## src/rtl/grm_pkg.sv

```systemverilog
`timescale 1ns / 1ps

package grm_pkg;

    localparam int CELL_W   = 6;
    localparam int POS_W    = 22;
    localparam int HEAD_W   = 10;
    localparam int DIST_W   = 23;
    localparam int GRID_W   = 7;
    localparam int STEP_W   = 17;
    localparam int TRIG_W   = 15;
    localparam int DELTA_W  = 18;
    localparam int ACC_D_W  = DIST_W + 1;
    localparam int CFG_IDX_W = 2;

    localparam logic OP_WRITE = 1'b0;
    localparam logic OP_CAST  = 1'b1;

    localparam logic [CFG_IDX_W-1:0] CFG_GRID_SIZE = 2'd0;
    localparam logic [CFG_IDX_W-1:0] CFG_MAX_DIST  = 2'd1;
    localparam logic [CFG_IDX_W-1:0] CFG_STEP_SIZE = 2'd2;

    localparam logic [GRID_W-1:0] RST_GRID_SIZE = 7'd0;
    localparam logic [DIST_W-1:0] RST_MAX_DIST  = 23'd655360;
    localparam logic [STEP_W-1:0] RST_STEP_SIZE = 17'd1311;

    localparam int Q_DEPTH = 2;
    localparam int Q_AW    = $clog2(Q_DEPTH);
    localparam int Q_CW    = $clog2(Q_DEPTH + 1);

    localparam logic [63:0] HALF_PI_Q30 = 64'd1686629713;
    localparam logic [63:0] ONE_Q14     = 64'd16384;
    localparam logic [63:0] TAYLOR_DIV [6] = '{64'd6, 64'd20, 64'd42, 64'd72, 64'd110, 64'd156};

    typedef struct packed {
        logic [GRID_W-1:0] grid_size;
        logic [DIST_W-1:0] max_dist;
        logic [STEP_W-1:0] step_size;
    } t_cfg;

    typedef struct packed {
        logic                      op;
        logic [CELL_W-1:0]         cell_x;
        logic [CELL_W-1:0]         cell_y;
        logic                      wall_bit;
        logic [POS_W-1:0]          start_x;
        logic [POS_W-1:0]          start_y;
        logic signed [DELTA_W-1:0] dx;
        logic signed [DELTA_W-1:0] dy;
    } t_job;

    // quarter-wave sine in Q1.14, integer taylor series in Q30
    function automatic logic [TRIG_W-1:0] sine_q14(input int unsigned k,
                                                   input int unsigned qshift);
        logic [63:0]    x;
        logic [63:0]    t;
        logic [63:0]    v;
        logic signed [63:0] sum;
        x = (64'(k) * HALF_PI_Q30) >> qshift;
        t = x;
        sum = signed'(x);
        for (int n = 1; n <= 6; n++) begin
            t = (t * x) >> 30;
            t = (t * x) >> 30;
            t = t / TAYLOR_DIV[n-1];
            if ((n % 2) == 1) begin
                sum = sum - signed'(t);
            end else begin
                sum = sum + signed'(t);
            end
        end
        if (sum < 0) begin
            sum = 0;
        end
        v = (unsigned'(sum) + 64'd32768) >> 16;
        if (v > ONE_Q14) begin
            v = ONE_Q14;
        end
        return v[TRIG_W-1:0];
    endfunction

endpackage

```

## src/rtl/grm_queue.sv

```systemverilog
`timescale 1ns / 1ps

module grm_queue (
    input  logic          i_clk,
    input  logic          i_rst_n,
    input  logic          i_push,
    input  grm_pkg::t_job i_data,
    output logic          o_full,
    output logic          o_valid,
    output grm_pkg::t_job o_data,
    input  logic          i_pop
);
    import grm_pkg::*;

    t_job            r_mem [Q_DEPTH];
    logic [Q_AW-1:0] r_wp;
    logic [Q_AW-1:0] r_rp;
    logic [Q_CW-1:0] r_count;
    logic            w_wr;
    logic            w_rd;

    assign o_full  = (r_count == Q_CW'(Q_DEPTH));
    assign o_valid = (r_count != '0);
    assign o_data  = r_mem[r_rp];
    assign w_wr    = i_push && !o_full;
    assign w_rd    = i_pop && o_valid;

    always_ff @(posedge i_clk) begin
        if (!i_rst_n) begin
            r_wp    <= '0;
            r_rp    <= '0;
            r_count <= '0;
        end else begin
            if (w_wr) begin
                r_wp <= r_wp + 1'b1;
            end
            if (w_rd) begin
                r_rp <= r_rp + 1'b1;
            end
            case ({w_wr, w_rd})
                2'b10:   r_count <= r_count + 1'b1;
                2'b01:   r_count <= r_count - 1'b1;
                default: r_count <= r_count;
            endcase
        end
    end

    always_ff @(posedge i_clk) begin
        if (w_wr) begin
            r_mem[r_wp] <= i_data;
        end
    end

endmodule

```

## config.mk

```make
export PLATFORM = sky130hd
export DESIGN_NAME = grm_queue
export DESIGN_NICKNAME = d
export VERILOG_FILES = /design/src/rtl/grm_pkg.sv /design/src/rtl/grm_queue.sv
export SDC_FILE = /design/constraint.sdc
export NUM_CORES = 1
export LEC_CHECK = 0
export BUFFER_PORTS_ARGS = -buffer_cell sky130_fd_sc_hd__buf_2
export CORE_MARGIN = 2
export CORE_UTILIZATION = 40
export CTS_BUF_LIST = sky130_fd_sc_hd__clkbuf_4
export CTS_CLUSTER_DIAMETER = 100
export DETAILED_ROUTE_END_ITERATION = 8
export REMOVE_ABC_BUFFERS = 1
export SYNTH_ARGS = -nofsm -noshare
export SYNTH_HDL_FRONTEND = slang
export SYNTH_SLANG_ARGS = --single-unit
```

## constraint.sdc

```tcl
create_clock -name i_clk -period 5.9 [get_ports i_clk]
set_input_delay 0.885 -clock i_clk [delete_from_list [all_inputs] [get_ports i_clk]]
set_output_delay 0.885 -clock i_clk [all_outputs]
set_load 0.03 [all_outputs]
```

Word level (Yosys, flattened, before mapping)
Memory sizes are Yosys's and may differ from the RTL's. A register that Yosys moved wholly into a read port is not among the register bits.
Index checks and enable logic that the tools add are counted.
{"block": "totals", "regBits": 4, "mem_bits_rw": 188, "input_bits": 98, "wordCells": 21, "n_memories": 1}
{"block": "op_classes", "n_addsub": 4, "eq_ne": 3, "n_mux": 5, "reduce_logical": 5}
{"memory": "r_mem", "words": 2, "word_bits": 94, "read_ports": 1, "rd_clocked_by_memory_dff": 1, "write_ports": 1, "line_no": "grm_queue.sv:15", "source": "t_job r_mem [Q_DEPTH];"}
{"operator": "$eq A2 B2 Y1 const B", "count": 2}
{"operator": "$mux W1", "count": 4}
{"operator": "$pmux W2 S2", "count": 1}
{"operator": "$reduce_bool A2 Y1", "count": 2}
{"operator": "$add A1 B1 Y1 const B", "count": 2}
{"operator": "$add A2 B1 Y2 const B", "count": 1}
{"operator": "$eq A2 B1 Y1 const B", "count": 1}
{"operator": "$logic_and A1 B1 Y1", "count": 2}
{"operator": "$sub A2 B1 Y2 const B", "count": 1}
{"operator": "$logic_not A1 Y1", "count": 1}

Logic depth before layout (Yosys ltp)
Gate-level depths: netlist of the first run.
{"block": "depth", "word_depth": 5, "ltp_mapped": 6, "mapped_depth_nobuf": 6}

Worst setup path before layout of the first run
Ideal clock, no wire load.
{"block": "synth_path", "path_type": "input port to flip-flop", "startpoint": "input port i_push", "endpoint": "memory r_mem[1][0] (netlist bit) (enable)", "setup_ns": 0.464, "arrival_ns": 3.116, "required_ns": 5.436, "slack_ns": 2.321, "cell_stages": 1, "path_cell_list": "and3_1"}
{"block": "synth_via", "elab_chain_len": 3}
{"element": "start, declared", "line_no": "grm_queue.sv:6", "source": "input logic i_push,"}
{"element": "$logic_and A1 B1 Y1", "line_no": "grm_queue.sv:25", "source": "assign w_wr = i_push && !o_full;"}
{"element": "$mux W1", "line_no": "grm_queue.sv:49", "source": "if (w_wr) begin"}
{"element": "$mux W1 (not written as such)", "line_no": "grm_queue.sv:50", "source": "r_mem[r_wp] <= i_data;"}
{"element": "end, declared", "line_no": "grm_queue.sv:15"}
Every way passes these cells.

==> flow_summary.json, run 1 <==
{
  "syn_area_um2": 7010,
  "outcome": "completed",
  "path_cells": "buf_4, mux2_2, buf_2",
  "first_pass_iters": 6,
  "arrival_ns": 2.60,
  "rsz0062_at_grt": "false",
  "regToRegSetupSlack_ns": 3.29,
  "worstMarginPinSlew_ns": 0.762,
  "synth_common_cells": "188 x edfxtp_1, 94 x mux2_2, 6 x buf_4, 5 x dfxtp_1, 4 x buf_2",
  "power.density_nw_per_um2": 438,
  "drv_slew": 0,
  "fin_crit_sh_pct": 59.0,
  "core-area_um2": 17200,
  "setup_viol": 0,
  "critPathLaunchType": "register",
  "ir_drop_uv": 285,
  "drt_iter0_drc": 207,
  "syn_avg_cell_area_um2": 22.0,
  "critPathSlowestCell": "dfxtp_4",
  "power_w": 0.00371,
  "start_util_pct": 40.7,
  "cap_violations": 0,
  "pwr-share-clk_pct": 17.0,
  "tns_ns": 0,
  "yosysSeqAreaShare_pct": 82.0,
  "synth.area.top_cells": "edfxtp_1 81%, mux2_2 15%, dfxtp_1 1.4%",
  "post_cts_buffers": 0,
  "ctsRootBufferMaster": "clkbuf_4",
  "grt_pass1_vias": 3699,
  "ios": 194,
  "path_clk_slew_ns": 0.15,
  "fill_cells": 1517,
  "hold_viol": 0,
  "crit_required_ns": 5.02,
  "slowest_delay_ns": 0.70,
  "yosysWarnings": 0,
  "crit_fanout": 56,
  "cts_tree": "done",
  "critPathCaptureType": "primary output",
  "fmax_mhz": 287,
  "gp_congestion": 0.700,
  "wl_per_cell_um": 16.5,
  "fp.dieW_um": 136,
  "ys_types": 19,
  "hpwlAfterDp_um": 8180,
  "p_comb_share_pct": 34.2,
  "final_area_um2": 8470,
  "drc_errors": 0,
  "grt_max_degree": 57,
  "grt_pass1_wl_um": 18800,
  "pre_cts_ws_ns": 2.85,
  "min_path_cells": 1,
  "hp-class": "in -> reg",
  "synth_top_area_share_pct": 80.6,
  "synth.most_common_cell": "edfxtp_1",
  "grt_overflow_total": 0,
  "cts-resized-gates": 0,
  "clock_latency_ns": 0.55,
  "synth_flop_cell": "edfxtp_1",
  "worstSetupPathType": "reg -> out",
  "antenna_left": 0,
  "finalNetCount": 622,
  "drive_gt1_share_pct": 60.9,
  "cts_sinks": 193,
  "power_frac_seq_pct": 48.9,
  "antenna_found_initial": 0,
  "syn-instance-count": 318,
  "drt-total-wl_um": 12600,
  "fin_ws_ns": 2.42,
  "dieHeight_um": 136,
  "via_per_inst": 4.66,
  "numCtsBuffers": 17,
  "p_int_w": 0.00238,
  "synth-edff-count": 188,
  "switching_share_pct": 35.8,
  "power.leakage_nw": 3.11,
  "clk_path_buf_depth": 2,
  "p_sw_w": 0.00133,
  "cts_htree_levels": 4,
  "postCtsHoldBufs": 0,
  "die_area_um2": 18600,
  "relSlewSlack_pct": 49.2,
  "vias": 3544,
  "min_period_ns": 3.48,
  "num_rows": 48,
  "rr_worst_depth": 5,
  "groute.usage.overall_pct": 13.6,
  "diodes": 0,
  "dpl_cell_area_um2": 8220,
  "synth_seq_cells": 193,
  "fin_skew_ns": 0.0191,
  "ys_async_sr_fraction_pct": 0,
  "syn2layout_area_growth_pct": 20.8,
  "synth_area_leader_cell": "edfxtp_1",
  "io_buffer_count": 193
}
through the flow:
stage / hold WS [ns] / instances / util, %
floorplan: 0.457 / 308 / -
global placement: 0.473 / 729 / 47.7
detailed placement: 0.500 / 729 / 47.7
CTS: 0.438 / 760 / 49.1
global route: 0.413 / 760 / 49.1
finish: 0.513 / 760 / 49.1
power groups by stage:
stage          clock network (W)  logic, W  registers (W)
5_1_grt                 0.000711   0.00135        0.00184
6_report                0.000629   0.00127        0.00181
3_3_place_gp                   0   0.00128        0.00184
2_1_floorplan                  0  0.000910        0.00187
3_5_place_dp                   0   0.00129        0.00185
4_1_cts                 0.000664   0.00129        0.00182
critical path: cells and delay by family, from the launching register on:
family | cells | cell delay [ns]
buffers and inverters | 2 | 0.87
flip-flops | 1 | 0.70
multiplexers | 1 | 0.43
cells by family (layout without fill, tap and decap cells):
kind of cell,count (synthesis),in the layout,synth area share (%)
flops,193,193,82.0
mux,94,94,15.1
buf+inv,13,230,1.09
simple gates,9,9,0.804
compound gates,5,5,0.464
xor+xnor,3,3,0.375
fa+ha+maj,1,1,0.179
cell type report:
type / instances / area, um2 / share of cell area, %
flip-flops and latches: 193 / 5750 / 67.9
multi-input cells: 112 / 1190 / 14.1
repair buffers: 196 / 988 / 11.7
well taps: 225 / 282 / 3.32
clock buffers: 17 / 128 / 1.51
clock inverters: 14 / 116 / 1.37
inverters: 3 / 13.8 / 0.163
sequential cells by signal, summed over array words and instances (netlist names), named ones only:
signal   flops
r_rp         1
r_wp         1
r_count      2
r_mem      188
cell usage in the layout, fill, tap and decap left out, drive strengths merged:
cell type / n
or2: 1
nand2b: 1
mux2: 94
and3: 1
nand2: 1
inv: 6
dfxtp: 5
ha: 1
clkbuf: 17
bufinv: 1
clkinv: 7
and2: 1
buf: 196
o21a: 1
o21ai: 2
or3: 2
edfxtp: 188
xnor2: 3
nor2b: 2
a21boi: 2
clkinvlp: 3
routing by layer:
metal,up-vias,GRT usage (%),share of wire [%]
met3,12,5.74,7.4
li1,1664,-,-
met4,0,4.34,1.0
met1,1747,15.8,40
met2,121,22.8,51
met5,-,0,0
final timing paths:
check / start / endpoint
max: register / o_data[51]
min: i_data[25] / r_mem[0][25]
max reg2reg: r_count[0] / r_mem[0][66]
min reg2reg: r_wp / r_wp
No activity file was read; power rests on OpenSTA's default activity.
==> run 2, diff against run 1 <==
--- a/config.mk
+++ b/config.mk
@@ -11,6 +11,7 @@
 export CTS_BUF_LIST = sky130_fd_sc_hd__clkbuf_4
 export CTS_CLUSTER_DIAMETER = 100
 export DETAILED_ROUTE_END_ITERATION = 8
+export PLACE_DENSITY = 0.66
 export REMOVE_ABC_BUFFERS = 1
 export SYNTH_ARGS = -nofsm -noshare
 export SYNTH_HDL_FRONTEND = slang
==> constraint.sdc (replaced) <==
create_clock -name i_clk -period 2.9 [get_ports i_clk]
set_input_delay 0.435 -clock i_clk [delete_from_list [all_inputs] [get_ports i_clk]]
set_output_delay 0.435 -clock i_clk [all_outputs]
set_load 0.03 [all_outputs]
==> run 2 against run 1 <==
  * Final area up 11%
  * Sequential share of layout area down 6.6 points
  * Wire length up 7.7%
  * Die area unchanged
  * Clock power up 150%
  * Critical path depth unchanged
  * Total power up 120%
  * Clock-buffer cell count up 1
  * Critical path type unchanged
  * Largest power group unchanged
  * Highest routed layer unchanged
==> flow_summary.json, run 2 (synthesis results as in run 1) <==
{
  "fin_crit_sh_pct": 84.8,
  "outcome": "completed",
  "power_w": 0.00798,
  "io_buffer_count": 193,
  "post_cts_buffers": 0,
  "min_period_ns": 2.46,
  "fin_skew_ns": 0.0185,
  "cap_violations": 0,
  "final_cell_mix": "193 x buf_2, 188 x edfxtp_1, 94 x mux2_2",
  "grt_pass1_wl_um": 19200,
  "antenna_left": 0,
  "grt_pass1_vias": 3894,
  "drc_errors": 0,
  "path_clk_slew_ns": 0.14,
  "ios": 194,
  "hp-class": "in -> reg",
  "numCtsBuffers": 17,
  "clk_path_buf_depth": 2,
  "worstSetupPathType": "reg -> out",
  "cts_sinks": 193,
  "drv_slew": 0,
  "clock_latency_ns": 0.54,
  "critPathCaptureType": "primary output",
  "start_util_pct": 40.7,
  "top_register": "r_mem",
  "relSlewSlack_pct": 60.3,
  "largest_reg_flops": 188,
  "hold_viol": 0,
  "fp.dieW_um": 136,
  "worstMarginPinSlew_ns": 0.595,
  "multi_input_area_um2": 1190,
  "cts_tree": "done",
  "cts-resized-gates": 0,
  "groute.usage.overall_pct": 14.0,
  "arrival_ns": 2.02,
  "num_rows": 48,
  "core-area_um2": 17200,
  "drive_gt1_share_pct": 53.6,
  "regToRegSetupSlack_ns": 0.83,
  "grt_max_degree": 51,
  "final_cells": 843,
  "mostFrequentLayoutCell": "buf_2",
  "crit_required_ns": 2.47,
  "setup_viol": 0,
  "grt_overflow_total": 0,
  "wl_per_cell_um": 16.0,
  "via_per_inst": 4.58,
  "crit_fanout": 44,
  "fill_cells": 1382,
  "ir_drop_uv": 511,
  "hpwlAfterDp_um": 8500,
  "finalNetCount": 703,
  "gp_congestion": 0.709,
  "critPathLaunchType": "register",
  "die_area_um2": 18600,
  "seq_area_um2": 5750,
  "drt-total-wl_um": 13500,
  "postCtsHoldBufs": 23,
  "power.leakage_nw": 3.50,
  "fmax_mhz": 407,
  "rsz0062_at_grt": "false",
  "top_regs": "r_mem x188, r_count x2",
  "tns_ns": 0,
  "power.density_nw_per_um2": 851,
  "ctsRootBufferMaster": "clkbuf_4",
  "utilization_pct": 54.4,
  "dieHeight_um": 136,
  "drt_iter0_drc": 164,
  "placed_cells": 734,
  "cts_htree_levels": 4,
  "first_pass_iters": 6,
  "antenna_found_initial": 0,
  "vias": 3858,
  "syn2layout_area_growth_pct": 33.9
}
run 2: where the power goes:
part,internal [W],switching [W]
combinational,0.00102,0.00178
sequential,0.00351,0.0000991
clock,0.000694,0.000875
run 2: worst paths after layout:
path,end,depth (start not counted),start
worst min register to register,register,2,r_rp
worst max register to register,r_mem[0][56],5,r_count[0]
worst max-delay path,o_data[24],3,register
worst min-delay path,r_mem[0][89],1,i_data[89]
run 2: metrics by stage:
step	hold slack, ns	area, um2	setup slack, ns
CTS	0.000336	8850	0.349
finish	0.0763	9390	0.441
floorplan	0.457	6940	-0.439
global route	0.000623	9380	0.275
global placement	0.474	8300	0.922
detailed placement	0.538	8300	0.864
run 2: critical path, stage by stage, from the launching register on:
cell and delay [ns]:
dfxtp_4 0.38, buf_4 0.49, mux2_2 0.41, buf_2 0.18
run 2: area by class of cell:
type                    instances  share of cell area, %
diodes                          1                 0.0267
clock buffers                  18                   1.44
clock inverters                14                   2.00
inverters                       3                  0.147
multi-input cells             112                   12.7
flip-flops and latches        193                   61.3
well taps                     225                   3.00
repair buffers                277                   19.4
run 2: routing by layer:
metal,track usage (%),wire length (um),up-vias
met5,0,0,-
met2,24.4,7230,127
met3,5.85,832,12
li1,-,-,1834
met1,15.5,5340,1885
met4,4.57,127,0
